===== src/hdl/pvapg_pkg.sv =====
package pvapg_pkg;

  // Number of voice cells in the chain.
  localparam int VOICES = 8;

  // Voices below this index have a playing bit on the input.
  localparam int PLAY_BITS = 8;

  localparam int SAMPLE_W = 7;
  localparam int NOTE_W   = 7;
  localparam int VOICE_W  = 3;
  localparam int GAIN_W   = 16;

  // floor(n / 127) == (n * GAIN_RECIP) >> GAIN_SHIFT for every n below 2^15.
  localparam int GAIN_RECIP = 33027;
  localparam int GAIN_SHIFT = 22;

  typedef enum logic [1:0] {
    OP_NOTE_ON    = 2'd0,
    OP_NOTE_OFF   = 2'd1,
    OP_AFTERTOUCH = 2'd2,
    OP_UNUSED     = 2'd3
  } opcode_t;

  typedef enum logic [1:0] {
    ACT_NONE    = 2'd0,
    ACT_START   = 2'd1,
    ACT_RELEASE = 2'd2,
    ACT_GAIN    = 2'd3
  } action_t;

  typedef enum logic {
    ST_IDLE = 1'b0,
    ST_GAIN = 1'b1
  } state_t;

  // Event broadcast to every voice cell.
  typedef struct packed {
    logic                accept;
    opcode_t             op;
    logic [SAMPLE_W-1:0] sample_id;
    logic [NOTE_W-1:0]   note;
    logic                loaded;
  } cell_cmd_t;

endpackage


===== src/hdl/pvapg_voice_cell.sv =====
module pvapg_voice_cell (
  input  logic                  clk,
  input  logic                  rst_n,
  input  pvapg_pkg::cell_cmd_t  cmd,
  input  logic                  playing,
  input  logic                  claim_in,
  output logic                  claim_out,
  output logic                  take
);
  import pvapg_pkg::*;

  logic [SAMPLE_W-1:0] sample_r, sample_nxt;
  logic [NOTE_W-1:0]   note_r, note_nxt;
  logic [SAMPLE_W-1:0] eff_sample;
  logic                on_off;
  logic                hit;

  // Note-on and note-off of a loaded sample first free voices whose player went idle.
  assign on_off     = ((cmd.op == OP_NOTE_ON) || (cmd.op == OP_NOTE_OFF)) && cmd.loaded;
  assign eff_sample = (on_off && !playing) ? '0 : sample_r;

  always_comb begin
    hit = 1'b0;
    case (cmd.op)
      OP_NOTE_ON:    hit = cmd.loaded && (eff_sample == '0);
      OP_NOTE_OFF:   hit = cmd.loaded && (eff_sample == cmd.sample_id) &&
                           (note_r == cmd.note);
      OP_AFTERTOUCH: hit = (sample_r == cmd.sample_id);
      default:       hit = 1'b0;
    endcase
  end

  assign take      = hit && !claim_in;
  assign claim_out = claim_in || hit;

  always_comb begin
    sample_nxt = eff_sample;
    note_nxt   = note_r;
    if (take && (cmd.op == OP_NOTE_ON)) begin
      sample_nxt = cmd.sample_id;
      note_nxt   = cmd.note;
    end else if (take && (cmd.op == OP_NOTE_OFF)) begin
      sample_nxt = '0;
    end
  end

  always_ff @(posedge clk) begin
    if (!rst_n) begin
      sample_r <= '0;
      note_r   <= '0;
    end else if (cmd.accept) begin
      sample_r <= sample_nxt;
      note_r   <= note_nxt;
    end
  end

endmodule


===== src/hdl/pvapg_gain.sv =====
module pvapg_gain (
  input  logic                         clk,
  input  logic                         load,
  input  logic [6:0]                   velocity,
  input  logic [6:0]                   pan,
  output logic [pvapg_pkg::GAIN_W-1:0] gain_left,
  output logic [pvapg_pkg::GAIN_W-1:0] gain_right
);
  import pvapg_pkg::*;

  logic [6:0]        vel_r;
  logic [12:0]       vp_r;
  logic              far_left_r;
  logic [5:0]        p;
  logic [14:0]       n;
  logic [30:0]       prod;
  logic [GAIN_W-1:0] near;
  logic [GAIN_W-1:0] far;
  logic [1:0]        near_corr;

  // For pan at or above center the far factor 127 - pan equals the inverted low bits.
  assign p = pan[6] ? ~pan[5:0] : pan[5:0];

  always_ff @(posedge clk) begin
    if (load) begin
      vel_r      <= velocity;
      vp_r       <= 13'(velocity * p);
      far_left_r <= pan[6];
    end
  end

  // 32768 / 127 = 258 + 2 / 127, so only a small correction remains.
  always_comb begin
    if (vel_r == 7'd127) begin
      near_corr = 2'd2;
    end else if (vel_r[6]) begin
      near_corr = 2'd1;
    end else begin
      near_corr = 2'd0;
    end
  end

  assign near = {1'b0, vel_r, 8'b0} + {8'b0, vel_r, 1'b0} + {14'b0, near_corr};

  // 512 / 127 = 4 + 4 / 127; the fractional part goes through a reciprocal multiply.
  assign n    = {vp_r, 2'b00};
  assign prod = {16'b0, n} * 31'(GAIN_RECIP);
  assign far  = {1'b0, n} + {7'b0, prod[30:GAIN_SHIFT]};

  assign gain_left  = far_left_r ? far : near;
  assign gain_right = far_left_r ? near : far;

endmodule


===== src/hdl/poly_voice_allocator_pan_gain.sv =====
// Voice allocator for live sample playback with a fixed chain of voice cells. At the
// transfer edge the event runs down the cell chain, the first matching cell claims it
// and, on a note-on, updates its sample and note (a note-off clears its sample), and
// velocity times the far pan factor is captured; then, in the gain state, the pan-law
// gains are finished by a reciprocal multiply and loaded into the output register once
// it is free. A new item is accepted as soon as the block is back in idle, also while
// the previous result still waits to be taken. Every voice is free right after reset,
// with no clearing pass. opcode travels on in_tuser and action on out_tuser.
module poly_voice_allocator_pan_gain (
  input  logic        clk,
  input  logic        rst_n,
  input  logic        in_tvalid,
  output logic        in_tready,
  // sample_id[6:0], note[13:7], base_note[20:14], velocity[27:21], pan[34:28],
  // reverse_in[35], scratch_in[36], voices_playing[44:37], sample_loaded[45], zero[47:46]
  input  logic [47:0] in_tdata,
  // opcode[1:0]
  input  logic [1:0]  in_tuser,
  output logic        out_tvalid,
  input  logic        out_tready,
  // voice[2:0], gain_left[18:3], gain_right[34:19], base_note_out[41:35],
  // note_out[48:42], reverse_out[49], scratch_out[50], zero[55:51]
  output logic [55:0] out_tdata,
  // action[1:0]
  output logic [1:0]  out_tuser
);
  import pvapg_pkg::*;

  logic        in_xfer;
  cell_cmd_t   cmd;
  logic [7:0]  playing_in;
  logic [6:0]  base_in, vel_in, pan_in;
  logic        rev_in, scr_in;

  logic [VOICES:0]   claim;
  logic [VOICES-1:0] take;
  logic [VOICES-1:0] cell_play;
  logic [VOICE_W-1:0] voice_idx;

  state_t  state_r, state_nxt;
  action_t act_r, act_nxt;
  logic [VOICE_W-1:0] voice_r;
  logic [6:0]  base_r, note_r;
  logic        rev_r, scr_r;
  logic        start_nxt;

  logic [GAIN_W-1:0] gain_left, gain_right;
  logic              out_load;
  logic              out_valid_r;
  logic [55:0]       out_data_r;
  action_t           out_act_r;
  logic              gains_on;

  assign in_tready = (state_r == ST_IDLE);
  assign in_xfer   = in_tvalid && in_tready;

  assign cmd.accept    = in_xfer;
  assign cmd.op        = opcode_t'(in_tuser);
  assign cmd.sample_id = in_tdata[6:0];
  assign cmd.note      = in_tdata[13:7];
  assign cmd.loaded    = in_tdata[45];
  assign base_in       = in_tdata[20:14];
  assign vel_in        = in_tdata[27:21];
  assign pan_in        = in_tdata[34:28];
  assign rev_in        = in_tdata[35];
  assign scr_in        = in_tdata[36];
  assign playing_in    = in_tdata[44:37];

  assign claim[0] = 1'b0;

  genvar gi;
  generate
    for (gi = 0; gi < VOICES; gi++) begin : g_cell
      if (gi < PLAY_BITS) begin : g_play
        assign cell_play[gi] = playing_in[gi];
      end else begin : g_noplay
        assign cell_play[gi] = 1'b0;
      end

      pvapg_voice_cell u_cell (
        .clk       (clk),
        .rst_n     (rst_n),
        .cmd       (cmd),
        .playing   (cell_play[gi]),
        .claim_in  (claim[gi]),
        .claim_out (claim[gi+1]),
        .take      (take[gi])
      );
    end
  endgenerate

  always_comb begin
    voice_idx = '0;
    for (int i = 0; i < VOICES; i++) begin
      if (take[i]) begin
        voice_idx = voice_idx | VOICE_W'(i);
      end
    end
  end

  always_comb begin
    act_nxt = ACT_NONE;
    case (cmd.op)
      OP_NOTE_ON:    act_nxt = claim[VOICES] ? ACT_START : ACT_NONE;
      OP_NOTE_OFF:   act_nxt = claim[VOICES] ? ACT_RELEASE : ACT_NONE;
      OP_AFTERTOUCH: act_nxt = claim[VOICES] ? ACT_GAIN : ACT_NONE;
      default:       act_nxt = ACT_NONE;
    endcase
  end

  assign start_nxt = (act_nxt == ACT_START);

  pvapg_gain u_gain (
    .clk        (clk),
    .load       (in_xfer),
    .velocity   (vel_in),
    .pan        (pan_in),
    .gain_left  (gain_left),
    .gain_right (gain_right)
  );

  always_ff @(posedge clk) begin
    if (in_xfer) begin
      act_r   <= act_nxt;
      voice_r <= voice_idx;
      base_r  <= start_nxt ? base_in : '0;
      note_r  <= start_nxt ? cmd.note : '0;
      rev_r   <= start_nxt && rev_in;
      scr_r   <= start_nxt && scr_in;
    end
  end

  // The finished result waits in the gain state while the output register is still full.
  always_comb begin
    state_nxt = state_r;
    out_load  = 1'b0;
    case (state_r)
      ST_IDLE: begin
        if (in_xfer) begin
          state_nxt = ST_GAIN;
        end
      end
      ST_GAIN: begin
        if (!out_valid_r || out_tready) begin
          out_load  = 1'b1;
          state_nxt = ST_IDLE;
        end
      end
      default: state_nxt = ST_IDLE;
    endcase
  end

  always_ff @(posedge clk) begin
    if (!rst_n) begin
      state_r <= ST_IDLE;
    end else begin
      state_r <= state_nxt;
    end
  end

  assign gains_on = (act_r == ACT_START) || (act_r == ACT_GAIN);

  always_ff @(posedge clk) begin
    if (!rst_n) begin
      out_valid_r <= 1'b0;
    end else if (out_load) begin
      out_valid_r <= 1'b1;
    end else if (out_tready) begin
      out_valid_r <= 1'b0;
    end
  end

  always_ff @(posedge clk) begin
    if (out_load) begin
      out_act_r  <= act_r;
      out_data_r <= {5'b0, scr_r, rev_r, note_r, base_r,
                     gains_on ? gain_right : '0,
                     gains_on ? gain_left : '0,
                     voice_r};
    end
  end

  assign out_tvalid = out_valid_r;
  assign out_tdata  = out_data_r;
  assign out_tuser  = out_act_r;

  a_take_onehot: assert property (@(posedge clk) disable iff (!rst_n)
    $onehot0(take))
    else $error("more than one voice cell claimed the event");

  a_accept_to_gain: assert property (@(posedge clk) disable iff (!rst_n)
    in_xfer |=> (state_r == ST_GAIN))
    else $error("accepted item did not move to the gain state");

  a_none_zero: assert property (@(posedge clk) disable iff (!rst_n)
    (out_valid_r && (out_tuser == ACT_NONE)) |-> (out_tdata == '0))
    else $error("empty result carries nonzero fields");

  a_release_zero: assert property (@(posedge clk) disable iff (!rst_n)
    (out_valid_r && (out_tuser == ACT_RELEASE)) |-> (out_tdata[55:3] == '0))
    else $error("release carries nonzero gain or note fields");

  a_no_claim_no_voice: assert property (@(posedge clk) disable iff (!rst_n)
    (in_xfer && !claim[VOICES]) |=> ((act_r == ACT_NONE) && (voice_r == '0)))
    else $error("event without a claiming voice produced an action");

endmodule


===== config.mk =====
export PLATFORM = sky130hd
export DESIGN_NAME = poly_voice_allocator_pan_gain
export DESIGN_NICKNAME = d
export VERILOG_FILES = /design/src/hdl/pvapg_pkg.sv /design/src/hdl/pvapg_voice_cell.sv /design/src/hdl/pvapg_gain.sv /design/src/hdl/poly_voice_allocator_pan_gain.sv
export SDC_FILE = /design/constraint.sdc
export NUM_CORES = 1
export LEC_CHECK = 0
export BUFFER_PORTS_ARGS = -buffer_cell sky130_fd_sc_hd__buf_2
export CAP_MARGIN = 5
export CORE_MARGIN = 2
export CORE_UTILIZATION = 65
export DETAILED_ROUTE_END_ITERATION = 8
export PLACE_DENSITY = 0.86
export SYNTH_ARGS = -nofsm -noshare
export SYNTH_HDL_FRONTEND = slang
export SYNTH_SLANG_ARGS = --single-unit

===== constraint.sdc =====
create_clock -name clk -period 17.35 [get_ports clk]
set_clock_uncertainty 0.1 [all_clocks]
set_input_delay 0.8675 -clock clk [delete_from_list [all_inputs] [get_ports clk]]
set_output_delay 0.8675 -clock clk [all_outputs]
set_load 0.005 [all_outputs]

==> metrics.cfg, run 1 <==
[run_status]
run_status=finished clean

[pwr]
pwr-share-seq_pct=34.5
p_leak_nw=6.06
power_density_nw_per_um2=114
peakVddDrop_uv=63.2
share_of_total_power_in_combinational_logic_pct=36.5
switchingPower_mw=0.610
power.switching_fraction_pct=35.3
clock_power_share_pct=29.0
finalPower_mw=1.73
p_int_mw=1.12

[cts]
cts_num_sinks=209
inserted_clock_buffers=23
cts_tree=done
ctsLongestPathBuffers=3
post_cts_buffers=0
cts_repair_resize_count=0
path_clk_slew_ns=0.06
cts-hold-fix-buffers=0
clk_latency_ns=0.51
cts_root_buf=sky130_fd_sc_hd__clkbuf_16
htree_num_levels=1

[worst_setup_path]
rr_endpoint=out_tdata[29]
category_of_the_worst_setup_path_capture_point=flip-flop
worst-setup-path-type=reg -> reg
reg2reg_setup_slack_ns=10.60
rr_startpoint=u_gain.vp_r[11]
cell_repeated_most_along_the_worst_path=sky130_fd_sc_hd__ha_1
critical-path-slowest-cell=sky130_fd_sc_hd__edfxtp_1
cpPeakStageDelay_ns=0.56
timing.critical_path.from_type=flip-flop
worst_r2r_path_depth=28
cp_data_arrival_time_ns=6.93
worst-endpoint-required_ns=17.53
crit_path_max_fanout=7

[timing]
layout_worst_path_cycle_share_pct=38.9
worst_rel_slew_slack_pct=18.2
finalMaxSlewViolations=0
worst-slew-pin-transition_ns=1.23
holdWs_ns=0.315
final_hold_viols=0
timing.setup.tns_ns=0
grt_setup_unrepaired=no
finalCriticalPeriod_ns=6.75
setup_viol=0
achievable-frequency_mhz=148

[finish]
finalInstanceArea_um2=15200
fillCellCount=1490
design.final.nets=1699
final_layout_size_suffix_gt1_share_pct=12.8
antenna_cells_inserted=0
syn2layout_area_growth_pct=9.09

[logic_synthesis]
yosys.area_share.simple_pct=18.8
syn_avg_cell_area_um2=9.55
netlist_instances=1460
post_synthesis_cell_area_um2=13900
synth.top_cell.area_share_pct=20.5
combinational_family_with_the_most_area_after_synthesis=simple AND/OR/NAND/NOR gates
yosysWarnings=0
postSynth.topFlopCell=sky130_fd_sc_hd__dfxtp_1
synth_sequential_area_ratio_pct=36.8
synthMuxAreaShare_pct=2.89
synth.largest_area_cell=sky130_fd_sc_hd__edfxtp_1
synth_edf_count=95
post_synth_most_frequent_cells=sky130_fd_sc_hd__nor2_1, sky130_fd_sc_hd__nand2_1, sky130_fd_sc_hd__dfxtp_1, sky130_fd_sc_hd__ha_1, sky130_fd_sc_hd__edfxtp_1
synth_xor_xnor_area_share_pct=8.22
synth.top_cells.by_area=sky130_fd_sc_hd__edfxtp_1, sky130_fd_sc_hd__dfxtp_1, sky130_fd_sc_hd__ha_1
synth-adder-area-share_pct=13.0
synthArstFlopShare_pct=0
netlist-cell-type-count=97
synth.ff_latch_count=209
compound_cell_area_share_of_the_yosys_netlist_pct=14.8
synth.most_common_cell=sky130_fd_sc_hd__nor2_1

[floorplanning]
design.die.area_um2=22600
coreArea_um2=21000
chipWidth_um=150
core.rowCount=53
initial_utilization_pct=66.3
floorplan.die.height_um=150
io-pin-count=114

[global_routing]
globalRouteMet3Util_pct=4.70
grt_antenna_before_repair=1
grt_use_total_pct=31.6
grt_busiest_layer=met2
first_global_vias=11100
global_route_overflow=0
grt_max_degree=60
grt_first_pass_wirelength_um=56500
met2_track_demand_over_resource_pct=53.8
use_met1_pct=38.1

[route]
antenna_left=0
routed_wl_um=35800
detailroute.via_count=11400
detail_route.drc_violations=0
route.detailed.vias_per_inst=6.31
first_iter_violations=861
drtPass1Iterations=6
routed_wire_length_per_instance_um=19.8

[hold_path]
min_delay_worst_endpoint=out_tdata[41]
hp-start=base_r[6]
timing.hold.worst.class=reg -> reg
hold_depth=0

[placement]
dp_hpwl_um=25100
dpl-instance-area_um2=14400
finalWeightedCongestion=0.943
portBuffers=106

[flow_run]
drv.max_cap_violation_count=0

metal layers:
metal / wire [um] / vias to the layer above
met5: 12 / -
met4: 2270 / 2
met3: 2640 / 164
met2: 17300 / 558
met1: 13600 / 5367
li1: - / 5331
sequential cells by signal (all words and copies together), names as in the netlist:
signal                  flops
note_r                      7
u_gain.vel_r                7
base_r                      7
u_gain.far_left_r           1
voice_r                     3
state_r                     1
out_tvalid                  1
g_cell.u_cell.note_r       56
out_tuser                   2
act_r                       2
u_gain.vp_r                13
rev_r                       1
scr_r                       1
g_cell.u_cell.sample_r     56
out_tdata                  51
power groups by stage:
| stage | clock (mW) | combinational, mW | sequential [mW] |
|---|---|---|---|
| floorplan | 0 | 0.459 | 0.594 |
| global placement | 0 | 0.578 | 0.604 |
| detailed placement | 0 | 0.617 | 0.606 |
| CTS | 0.505 | 0.633 | 0.595 |
| global route | 0.522 | 0.720 | 0.600 |
| finish | 0.502 | 0.632 | 0.596 |
through the flow:
step,util [%],std cells,setup WS [ns]
finish,72.4,1809,10.60
global route,72.4,1809,10.15
CTS,72.4,1809,10.72
detailed placement,68.7,1768,10.91
global placement,68.7,1768,11.17
floorplan,-,1464,11.85
layout by cell type, fill, tap and decap left out, types with 5 or more instances in the layout:
| cell type | count |
|---|---|
| sky130_fd_sc_hd__and3_1 | 9 |
| sky130_fd_sc_hd__a21oi_1 | 62 |
| sky130_fd_sc_hd__xnor2_1 | 88 |
| sky130_fd_sc_hd__nand3_1 | 54 |
| sky130_fd_sc_hd__a211oi_1 | 13 |
| sky130_fd_sc_hd__dfxtp_1 | 114 |
| sky130_fd_sc_hd__inv_1 | 89 |
| sky130_fd_sc_hd__nand4_1 | 24 |
| sky130_fd_sc_hd__nand3b_1 | 6 |
| sky130_fd_sc_hd__nor2b_1 | 11 |
| sky130_fd_sc_hd__nor4bb_1 | 7 |
| sky130_fd_sc_hd__o21ai_0 | 53 |
| sky130_fd_sc_hd__ha_1 | 98 |
| sky130_fd_sc_hd__o22ai_1 | 23 |
| sky130_fd_sc_hd__fa_1 | 29 |
| sky130_fd_sc_hd__o2111ai_1 | 13 |
| sky130_fd_sc_hd__or3_1 | 9 |
| sky130_fd_sc_hd__edfxtp_1 | 95 |
| sky130_fd_sc_hd__nor4_1 | 9 |
| sky130_fd_sc_hd__nor3b_2 | 7 |
| sky130_fd_sc_hd__a21o_1 | 6 |
| sky130_fd_sc_hd__nor3_1 | 13 |
| sky130_fd_sc_hd__o21bai_1 | 5 |
| sky130_fd_sc_hd__a32o_1 | 8 |
| sky130_fd_sc_hd__clkbuf_16 | 23 |
| sky130_fd_sc_hd__nor2_1 | 120 |
| sky130_fd_sc_hd__mux2i_1 | 38 |
| sky130_fd_sc_hd__or2_2 | 5 |
| sky130_fd_sc_hd__xor2_1 | 41 |
| sky130_fd_sc_hd__a31oi_1 | 10 |
| sky130_fd_sc_hd__nand2_1 | 116 |
| sky130_fd_sc_hd__conb_1 | 5 |
| sky130_fd_sc_hd__o2bb2ai_1 | 12 |
| sky130_fd_sc_hd__and2_1 | 51 |
| sky130_fd_sc_hd__nand2b_1 | 19 |
| sky130_fd_sc_hd__o221ai_1 | 9 |
| sky130_fd_sc_hd__a22oi_1 | 8 |
| sky130_fd_sc_hd__buf_2 | 106 |
worst max-delay path, delay by kind of cell, from the launching register on:
kind / cells / cell delay (ns)
adders and majority gates: 8 / 2.43
AOI/OAI and AO/OA: 11 / 2.28
DFF: 1 / 0.56
xor gates and xnor gates: 2 / 0.44
and+or+nand+nor: 2 / 0.41
buffers and inverters: 5 / 0.31
layout make-up:
class / count / area (um^2) / area share [%]
timing repair buffer: 109 / 553 / 3.64
clock inverter: 13 / 154 / 1.01
tap: 275 / 344 / 2.26
sequential: 209 / 5130 / 33.8
inverter: 92 / 345 / 2.27
clock buffer: 28 / 614 / 4.04
multi-input combinational: 1083 / 8070 / 53.0
cells by family after synthesis:
logic type,Yosys count
XOR/XNOR,130
other,1
buffers and inverters,172
multiplexers,40
adder cells (fa/ha/maj),127
flip-flops,209
AND/OR/NAND/NOR,493
AO/OA/AOI/OAI,288
worst max path at each step:
stage / from / to / slack, ns / cells past startpoint
2_1_floorplan: u_gain.vp_r[11] / out_tdata[17] / 11.85 / 26
3_3_place_gp: u_gain.vp_r[11] / out_tdata[31] / 11.17 / 26
3_5_place_dp: u_gain.vp_r[11] / out_tdata[29] / 10.91 / 28
4_1_cts: u_gain.vp_r[11] / out_tdata[29] / 10.72 / 28
5_1_grt: u_gain.vp_r[11] / out_tdata[29] / 10.15 / 28
6_report: u_gain.vp_r[11] / out_tdata[29] / 10.60 / 28
Note: power is estimated with default switching activity, not from simulation.
==> run 2: changes to the inputs <==
--- a/config.mk
+++ b/config.mk
@@ -8,9 +8,9 @@
 export BUFFER_PORTS_ARGS = -buffer_cell sky130_fd_sc_hd__buf_2
 export CAP_MARGIN = 5
 export CORE_MARGIN = 2
-export CORE_UTILIZATION = 65
+export CORE_UTILIZATION = 61
 export DETAILED_ROUTE_END_ITERATION = 8
-export PLACE_DENSITY = 0.86
+export PLACE_DENSITY = 0.81
 export SYNTH_ARGS = -nofsm -noshare
 export SYNTH_HDL_FRONTEND = slang
 export SYNTH_SLANG_ARGS = --single-unit
==> constraint.sdc (replaced) <==
create_clock -name clk -period 6.9 [get_ports clk]
set_clock_uncertainty 0.1 [all_clocks]
set_input_delay 0.345 -clock clk [delete_from_list [all_inputs] [get_ports clk]]
set_output_delay 0.345 -clock clk [all_outputs]
set_load 0.005 [all_outputs]
==> run 2 against run 1 <==
Against the previous run: core utilization is 4.5 points lower; fmax is 5.0% higher; via count is 0.42% lower; setup slack worse by 10 ns; wire length is 2.4% lower; clock-buffer cell count is 6 higher; sequential cell count stayed put; sequential share of layout area is 0.26 points lower; worst hold slack worse by 0.30 ns; clock power grew to 2.6 times the previous value; sequential power grew to 2.5 times the previous value; critical path type unchanged; critical endpoint unchanged; largest power group unchanged.
==> metrics.cfg, run 2 (synthesis gave the netlist of run 1 again) <==
[placement]
dpl-instance-area_um2=14500  ; +0.14%
finalWeightedCongestion=0.949  ; +0.67%
dp_hpwl_um=24500  ; -2.6%
portBuffers=106  ; unchanged

[flow_run]
drv.max_cap_violation_count=0  ; unchanged

[finish]
layout_commonest_cell=sky130_fd_sc_hd__nor2_1
layout.cells.most_common_list=sky130_fd_sc_hd__nor2_1, sky130_fd_sc_hd__nand2_1, sky130_fd_sc_hd__dfxtp_1, sky130_fd_sc_hd__buf_2, sky130_fd_sc_hd__ha_1
final_util_pct=67.9  ; -4.5 points
fillCellCount=1783  ; +20%
design.final.nets=1704  ; +0.29%
finalInstanceArea_um2=15300  ; +0.77%
syn2layout_area_growth_pct=9.92
final_layout_size_suffix_gt1_share_pct=13.0  ; +0.20 points
antenna_cells_inserted=0  ; unchanged

[cts]
clk_latency_ns=0.52  ; about the same
htree_num_levels=1  ; unchanged
cts_tree=done
inserted_clock_buffers=24  ; +4.3%
cts_repair_resize_count=0  ; unchanged
ctsLongestPathBuffers=3  ; unchanged
path_clk_slew_ns=0.06  ; about the same
cts_num_sinks=209  ; unchanged
cts_root_buf=sky130_fd_sc_hd__clkbuf_16

[global_routing]
grt_antenna_before_repair=0  ; -1
first_global_vias=11300  ; +2.3%
global_route_overflow=0  ; unchanged
grt_first_pass_wirelength_um=56300  ; -0.39%
grt_max_degree=63  ; +5.0%
grt_use_total_pct=28.9  ; -2.7 points

[route]
detail_route.drc_violations=0  ; unchanged
first_iter_violations=832  ; -3.4%
drtPass1Iterations=5  ; -1
detailroute.via_count=11400  ; -0.42%
routed_wl_um=34900  ; -2.4%
routed_wire_length_per_instance_um=19.1  ; -3.3%
antenna_left=0  ; unchanged
route.detailed.vias_per_inst=6.23  ; -1.3%

[worst_setup_path]
category_of_the_worst_setup_path_capture_point=flip-flop
worst-endpoint-required_ns=7.05  ; -10.48 ns
worstPathBufferInverterCount=4  ; -1
cp_data_arrival_time_ns=6.58  ; -0.35 ns
crit_path_max_fanout=7  ; unchanged
cell_repeated_most_along_the_worst_path=sky130_fd_sc_hd__ha_1
critical_path.top_delay_family=compound AO/OA/AOI/OAI gates
critical-path-slowest-cell=sky130_fd_sc_hd__edfxtp_1
reg2reg_setup_slack_ns=0.47  ; -10.13 ns
cpPeakStageDelay_ns=0.54  ; -0.02 ns
worst-setup-path-type=reg -> reg
timing.critical_path.from_type=flip-flop

[pwr]
peakVddDrop_uv=295  ; +370%
clock_power_share_pct=30.2  ; +1.2 points
finalPower_mw=4.39  ; +150%
pwr-share-seq_pct=34.1  ; -0.4 points
p_leak_nw=6.11  ; +0.82%
power_density_nw_per_um2=286  ; +150%
p_int_mw=2.88  ; +160%
share_of_total_power_in_combinational_logic_pct=35.7  ; -0.8 points
power.switching_fraction_pct=34.3  ; -0.96 points
switchingPower_mw=1.51  ; +150%

[timing]
worst-slew-pin-transition_ns=1.23  ; +0.00436 ns
grt_setup_unrepaired=no
worst_rel_slew_slack_pct=17.9  ; -0.29 points
layout_worst_path_cycle_share_pct=93.2  ; +54 points
finalCriticalPeriod_ns=6.43  ; -0.321 ns
achievable-frequency_mhz=156  ; +5.0%
finalMaxSlewViolations=0  ; unchanged
final_hold_viols=0  ; unchanged
setup_viol=0  ; unchanged
timing.setup.tns_ns=0  ; unchanged

[floorplanning]
coreArea_um2=22600  ; +7.4%
io-pin-count=114  ; unchanged
design.die.area_um2=24100  ; +6.4%
core.rowCount=55  ; +3.8%
chipWidth_um=155  ; +3.1%
floorplan.die.height_um=155  ; +3.1%
initial_utilization_pct=61.8  ; -4.6 points

[hold_path]
timing.hold.worst.class=in -> reg

[run_status]
run_status=finished clean

## run 2: timing repair
item                      4_1_cts  5_1_grt
hold buffers                    3        0
setup buffers                   0        0
hold endpoints to repair        3        0
## run 2: path summary, 6_finish.rpt
| kind | startpoint | endpoint | cells after the start |
|---|---|---|---|
| worst max-delay path | u_gain.vp_r[11] | out_tdata[29] | 26 |
| worst min-delay path | in_tdata[18] | base_r[4] | 2 |
| worst max register to register | u_gain.vp_r[11] | out_tdata[29] | 26 |
| worst min register to register | act_r[1] | out_tuser[1] | 0 |
## run 2: worst reg2reg max path, delay by kind of cell, from the launching register on
family                   cells  cell delay (ns)
buffers and inverters        4             0.25
AND/OR/NAND/NOR              1             0.14
XOR/XNOR                     1             0.20
flip-flops                   1             0.54
adder cells (fa/ha/maj)      7             2.08
AO/OA/AOI/OAI               13             2.85
## run 2: power by group through the flow
stage | clock [mW] | sequential [mW] | combinational (mW)
detailed placement | 0 | 1.52 | 1.54
global route | 1.38 | 1.50 | 1.80
global placement | 0 | 1.52 | 1.46
finish | 1.33 | 1.49 | 1.57
floorplan | 0 | 1.49 | 1.15
CTS | 1.34 | 1.49 | 1.57
## run 2: layer usage
layer / share of wire, % / up-vias / track usage [%]
met2: 49 / 496 / 51.6
met3: 7.2 / 126 / 4.48
met1: 39 / 5409 / 33.9
li1: - / 5343 / -
met4: 5.2 / 0 / 14.1
met5: 0 / - / 0
## run 2: final cells by class
class	count	area [um^2]	area share, %
Sequential cell	209	5130	33.5
Timing Repair Buffer	113	591	3.85
Clock inverter	10	135	0.882
Multi-Input combinational cell	1083	8070	52.6
Tap cell	285	357	2.33
Clock buffer	34	699	4.56
Inverter	92	345	2.25
## run 2: stage by stage
stage / hold WS (ns) / setup slack [ns] / cells
after detailed placement: 0.305 / 0.565 / 1779
after global routing: 0.0145 / 0.0183 / 1826
after global placement: 0.300 / 0.872 / 1779
after CTS: 0.00482 / 0.498 / 1826
final: 0.0178 / 0.469 / 1826
after floorplan: 0.300 / 1.40 / 1464
==> run 3: changes to the inputs <==
--- a/config.mk
+++ b/config.mk
@@ -11,6 +11,8 @@
 export CORE_UTILIZATION = 61
 export DETAILED_ROUTE_END_ITERATION = 8
 export PLACE_DENSITY = 0.81
+export RECOVER_POWER = 100
 export SYNTH_ARGS = -nofsm -noshare
 export SYNTH_HDL_FRONTEND = slang
 export SYNTH_SLANG_ARGS = --single-unit
+export TNS_END_PERCENT = 50
==> run 3 against run 2 <==
Against the previous run: design area down 0.96%; setup slack worse by 0.021 ns; die area unchanged; combinational power about the same; clock-buffer cell count unchanged; via count down 0.48%; the flow now finishes with violations (max-capacitance violations, max-slew violations); critical path depth unchanged; first-iteration DRC count up 3.8%.
==> metrics.cfg, run 3 (synthesis gave the netlist of run 1 again) <==
[run_status]
run_status=finished with violations
violations=max-capacitance violations, max-slew violations

[timing]
finalMaxSlewViolations=281  ; +281
layout_worst_path_cycle_share_pct=93.5  ; +0.30 points
grt_setup_unrepaired=no
setup_viol=0  ; unchanged
worst-slew-pin-transition_ns=3.39  ; +2.16 ns
timing.setup.tns_ns=0  ; unchanged
final_hold_viols=0  ; unchanged
achievable-frequency_mhz=155  ; -0.32%
finalCriticalPeriod_ns=6.45  ; +0.0205 ns
worst_rel_slew_slack_pct=-126  ; -140 points

[hold_path]
timing.hold.worst.class=in -> reg
hp-start=in_tdata[18]

[floorplanning]
chipWidth_um=155  ; unchanged
initial_utilization_pct=61.8  ; unchanged
io-pin-count=114  ; unchanged
floorplan.die.height_um=155  ; unchanged
design.die.area_um2=24100  ; unchanged
core.rowCount=55  ; unchanged
coreArea_um2=22600  ; unchanged

[cts]
inserted_clock_buffers=24  ; unchanged
clk_latency_ns=0.52  ; about the same
path_clk_slew_ns=0.06  ; about the same
cts_root_buf=sky130_fd_sc_hd__clkbuf_16
htree_num_levels=1  ; unchanged
cts_num_sinks=209  ; unchanged
ctsLongestPathBuffers=3  ; unchanged
cts_tree=done

[route]
detail_route.drc_violations=0  ; unchanged
first_iter_violations=864  ; +3.8%
route.detailed.vias_per_inst=6.20  ; -0.48%
antenna_left=0  ; unchanged
drtPass1Iterations=5  ; unchanged
routed_wire_length_per_instance_um=19.1  ; about the same
routed_wl_um=34900  ; about the same
detailroute.via_count=11300  ; -0.48%

[placement]
post-place-cells=1779  ; unchanged
dp_hpwl_um=24500  ; unchanged
portBuffers=106  ; unchanged
dpl-instance-area_um2=14500  ; unchanged
finalWeightedCongestion=0.949  ; unchanged

[finish]
design.final.nets=1704  ; unchanged
final_layout_size_suffix_gt1_share_pct=9.02  ; -4.0 points
antenna_cells_inserted=0  ; unchanged
fillCellCount=1829  ; +2.6%
finalNonFillerCells=1826  ; unchanged
finalInstanceArea_um2=15200  ; -0.96%
layout.cells.most_common_list=sky130_fd_sc_hd__nor2_1, sky130_fd_sc_hd__nand2_1, sky130_fd_sc_hd__dfxtp_1, sky130_fd_sc_hd__ha_1, sky130_fd_sc_hd__edfxtp_1
syn2layout_area_growth_pct=8.87
layout_commonest_cell=sky130_fd_sc_hd__nor2_1

[worst_setup_path]
cell_repeated_most_along_the_worst_path=sky130_fd_sc_hd__ha_1
timing.critical_path.from_type=flip-flop
worst-endpoint-required_ns=7.05  ; about the same
crit_path_max_fanout=7  ; unchanged
cpPeakStageDelay_ns=0.55  ; about the same
cp_data_arrival_time_ns=6.60  ; +0.02 ns
critical_path.top_delay_family=compound AO/OA/AOI/OAI gates
crit_start=u_gain.vp_r[11]
rr_startpoint=u_gain.vp_r[11]
worstPathBufferInverterCount=4  ; unchanged
category_of_the_worst_setup_path_capture_point=flip-flop
critical-path-slowest-cell=sky130_fd_sc_hd__edfxtp_1
worst-setup-path-type=reg -> reg

[global_routing]
grt_max_degree=63  ; unchanged
first_global_vias=11300  ; unchanged
grt_antenna_before_repair=0  ; unchanged
grt_first_pass_wirelength_um=56300  ; unchanged
global_route_overflow=0  ; unchanged
grt_use_total_pct=28.9  ; unchanged

[pwr]
power_density_nw_per_um2=288  ; +0.70%
finalPower_mw=4.38  ; -0.26%
peakVddDrop_uv=296  ; +0.23%
p_leak_nw=5.94  ; -2.9%

[flow_run]
drv.max_cap_violation_count=7  ; +7

run 3: changes by cell type in the layout (fill, tap and decap cells not counted), sizes merged:
cell / before / now
clkbuf: 34 / 83
buf: 110 / 61
run 3: final cells by class:
| cell class | instances | area [um^2] | share of cell area (%) |
|---|---|---|---|
| Inverter | 92 | 345 | 2.27 |
| Sequential cell | 209 | 5130 | 33.8 |
| Clock buffer | 34 | 699 | 4.61 |
| Multi-Input combinational cell | 1083 | 7990 | 52.6 |
| Tap cell | 285 | 357 | 2.35 |
| Timing Repair Buffer | 113 | 522 | 3.44 |
| Clock inverter | 10 | 135 | 0.890 |
run 3: worst paths after layout:
kind | to | slack [ns] | cells past startpoint
min reg2reg | out_tdata[49] | 0.32 | 0
max reg2reg | out_tdata[29] | 0.45 | 26
max | out_tdata[29] | 0.45 | 26
min | base_r[4] | 0.02 | 2
run 3: what timing repair did:
action                                  CTS  global route
endpoints found under the setup margin    0             0
hold buffers                              3             0
gates resized for setup                   0             0
buffers inserted                          0             0
endpoints found under the hold margin     3             0
run 3: where the power goes:
group | leakage, nW | total (mW) | internal [mW] | switching, mW
sequential | 1.84 | 1.50 | 1.41 | 0.0837
combinational | 3.69 | 1.56 | 0.644 | 0.911
clock | 0.409 | 1.32 | 0.818 | 0.505
run 3: metal layers:
layer / share of wire [%] / vias to the layer above / routed length [um] / global-route usage, %
met5: 0 / - / 0 / 0
met2: 49 / 439 / 17100 / 51.6
met4: 5.3 / 0 / 1840 / 14.1
met1: 39 / 5406 / 13600 / 33.9
li1: - / 5340 / - / -
met3: 6.9 / 134 / 2410 / 4.48
run 3: stage by stage:
step	util [%]	setup slack, ns	hold slack [ns]
finish	67.3	0.449	0.0228
global route	67.3	0.0183	0.0249
CTS	67.9	0.498	0.00482
detailed placement	64.1	0.565	0.305
global placement	64.1	0.872	0.300
floorplan	-	1.40	0.300
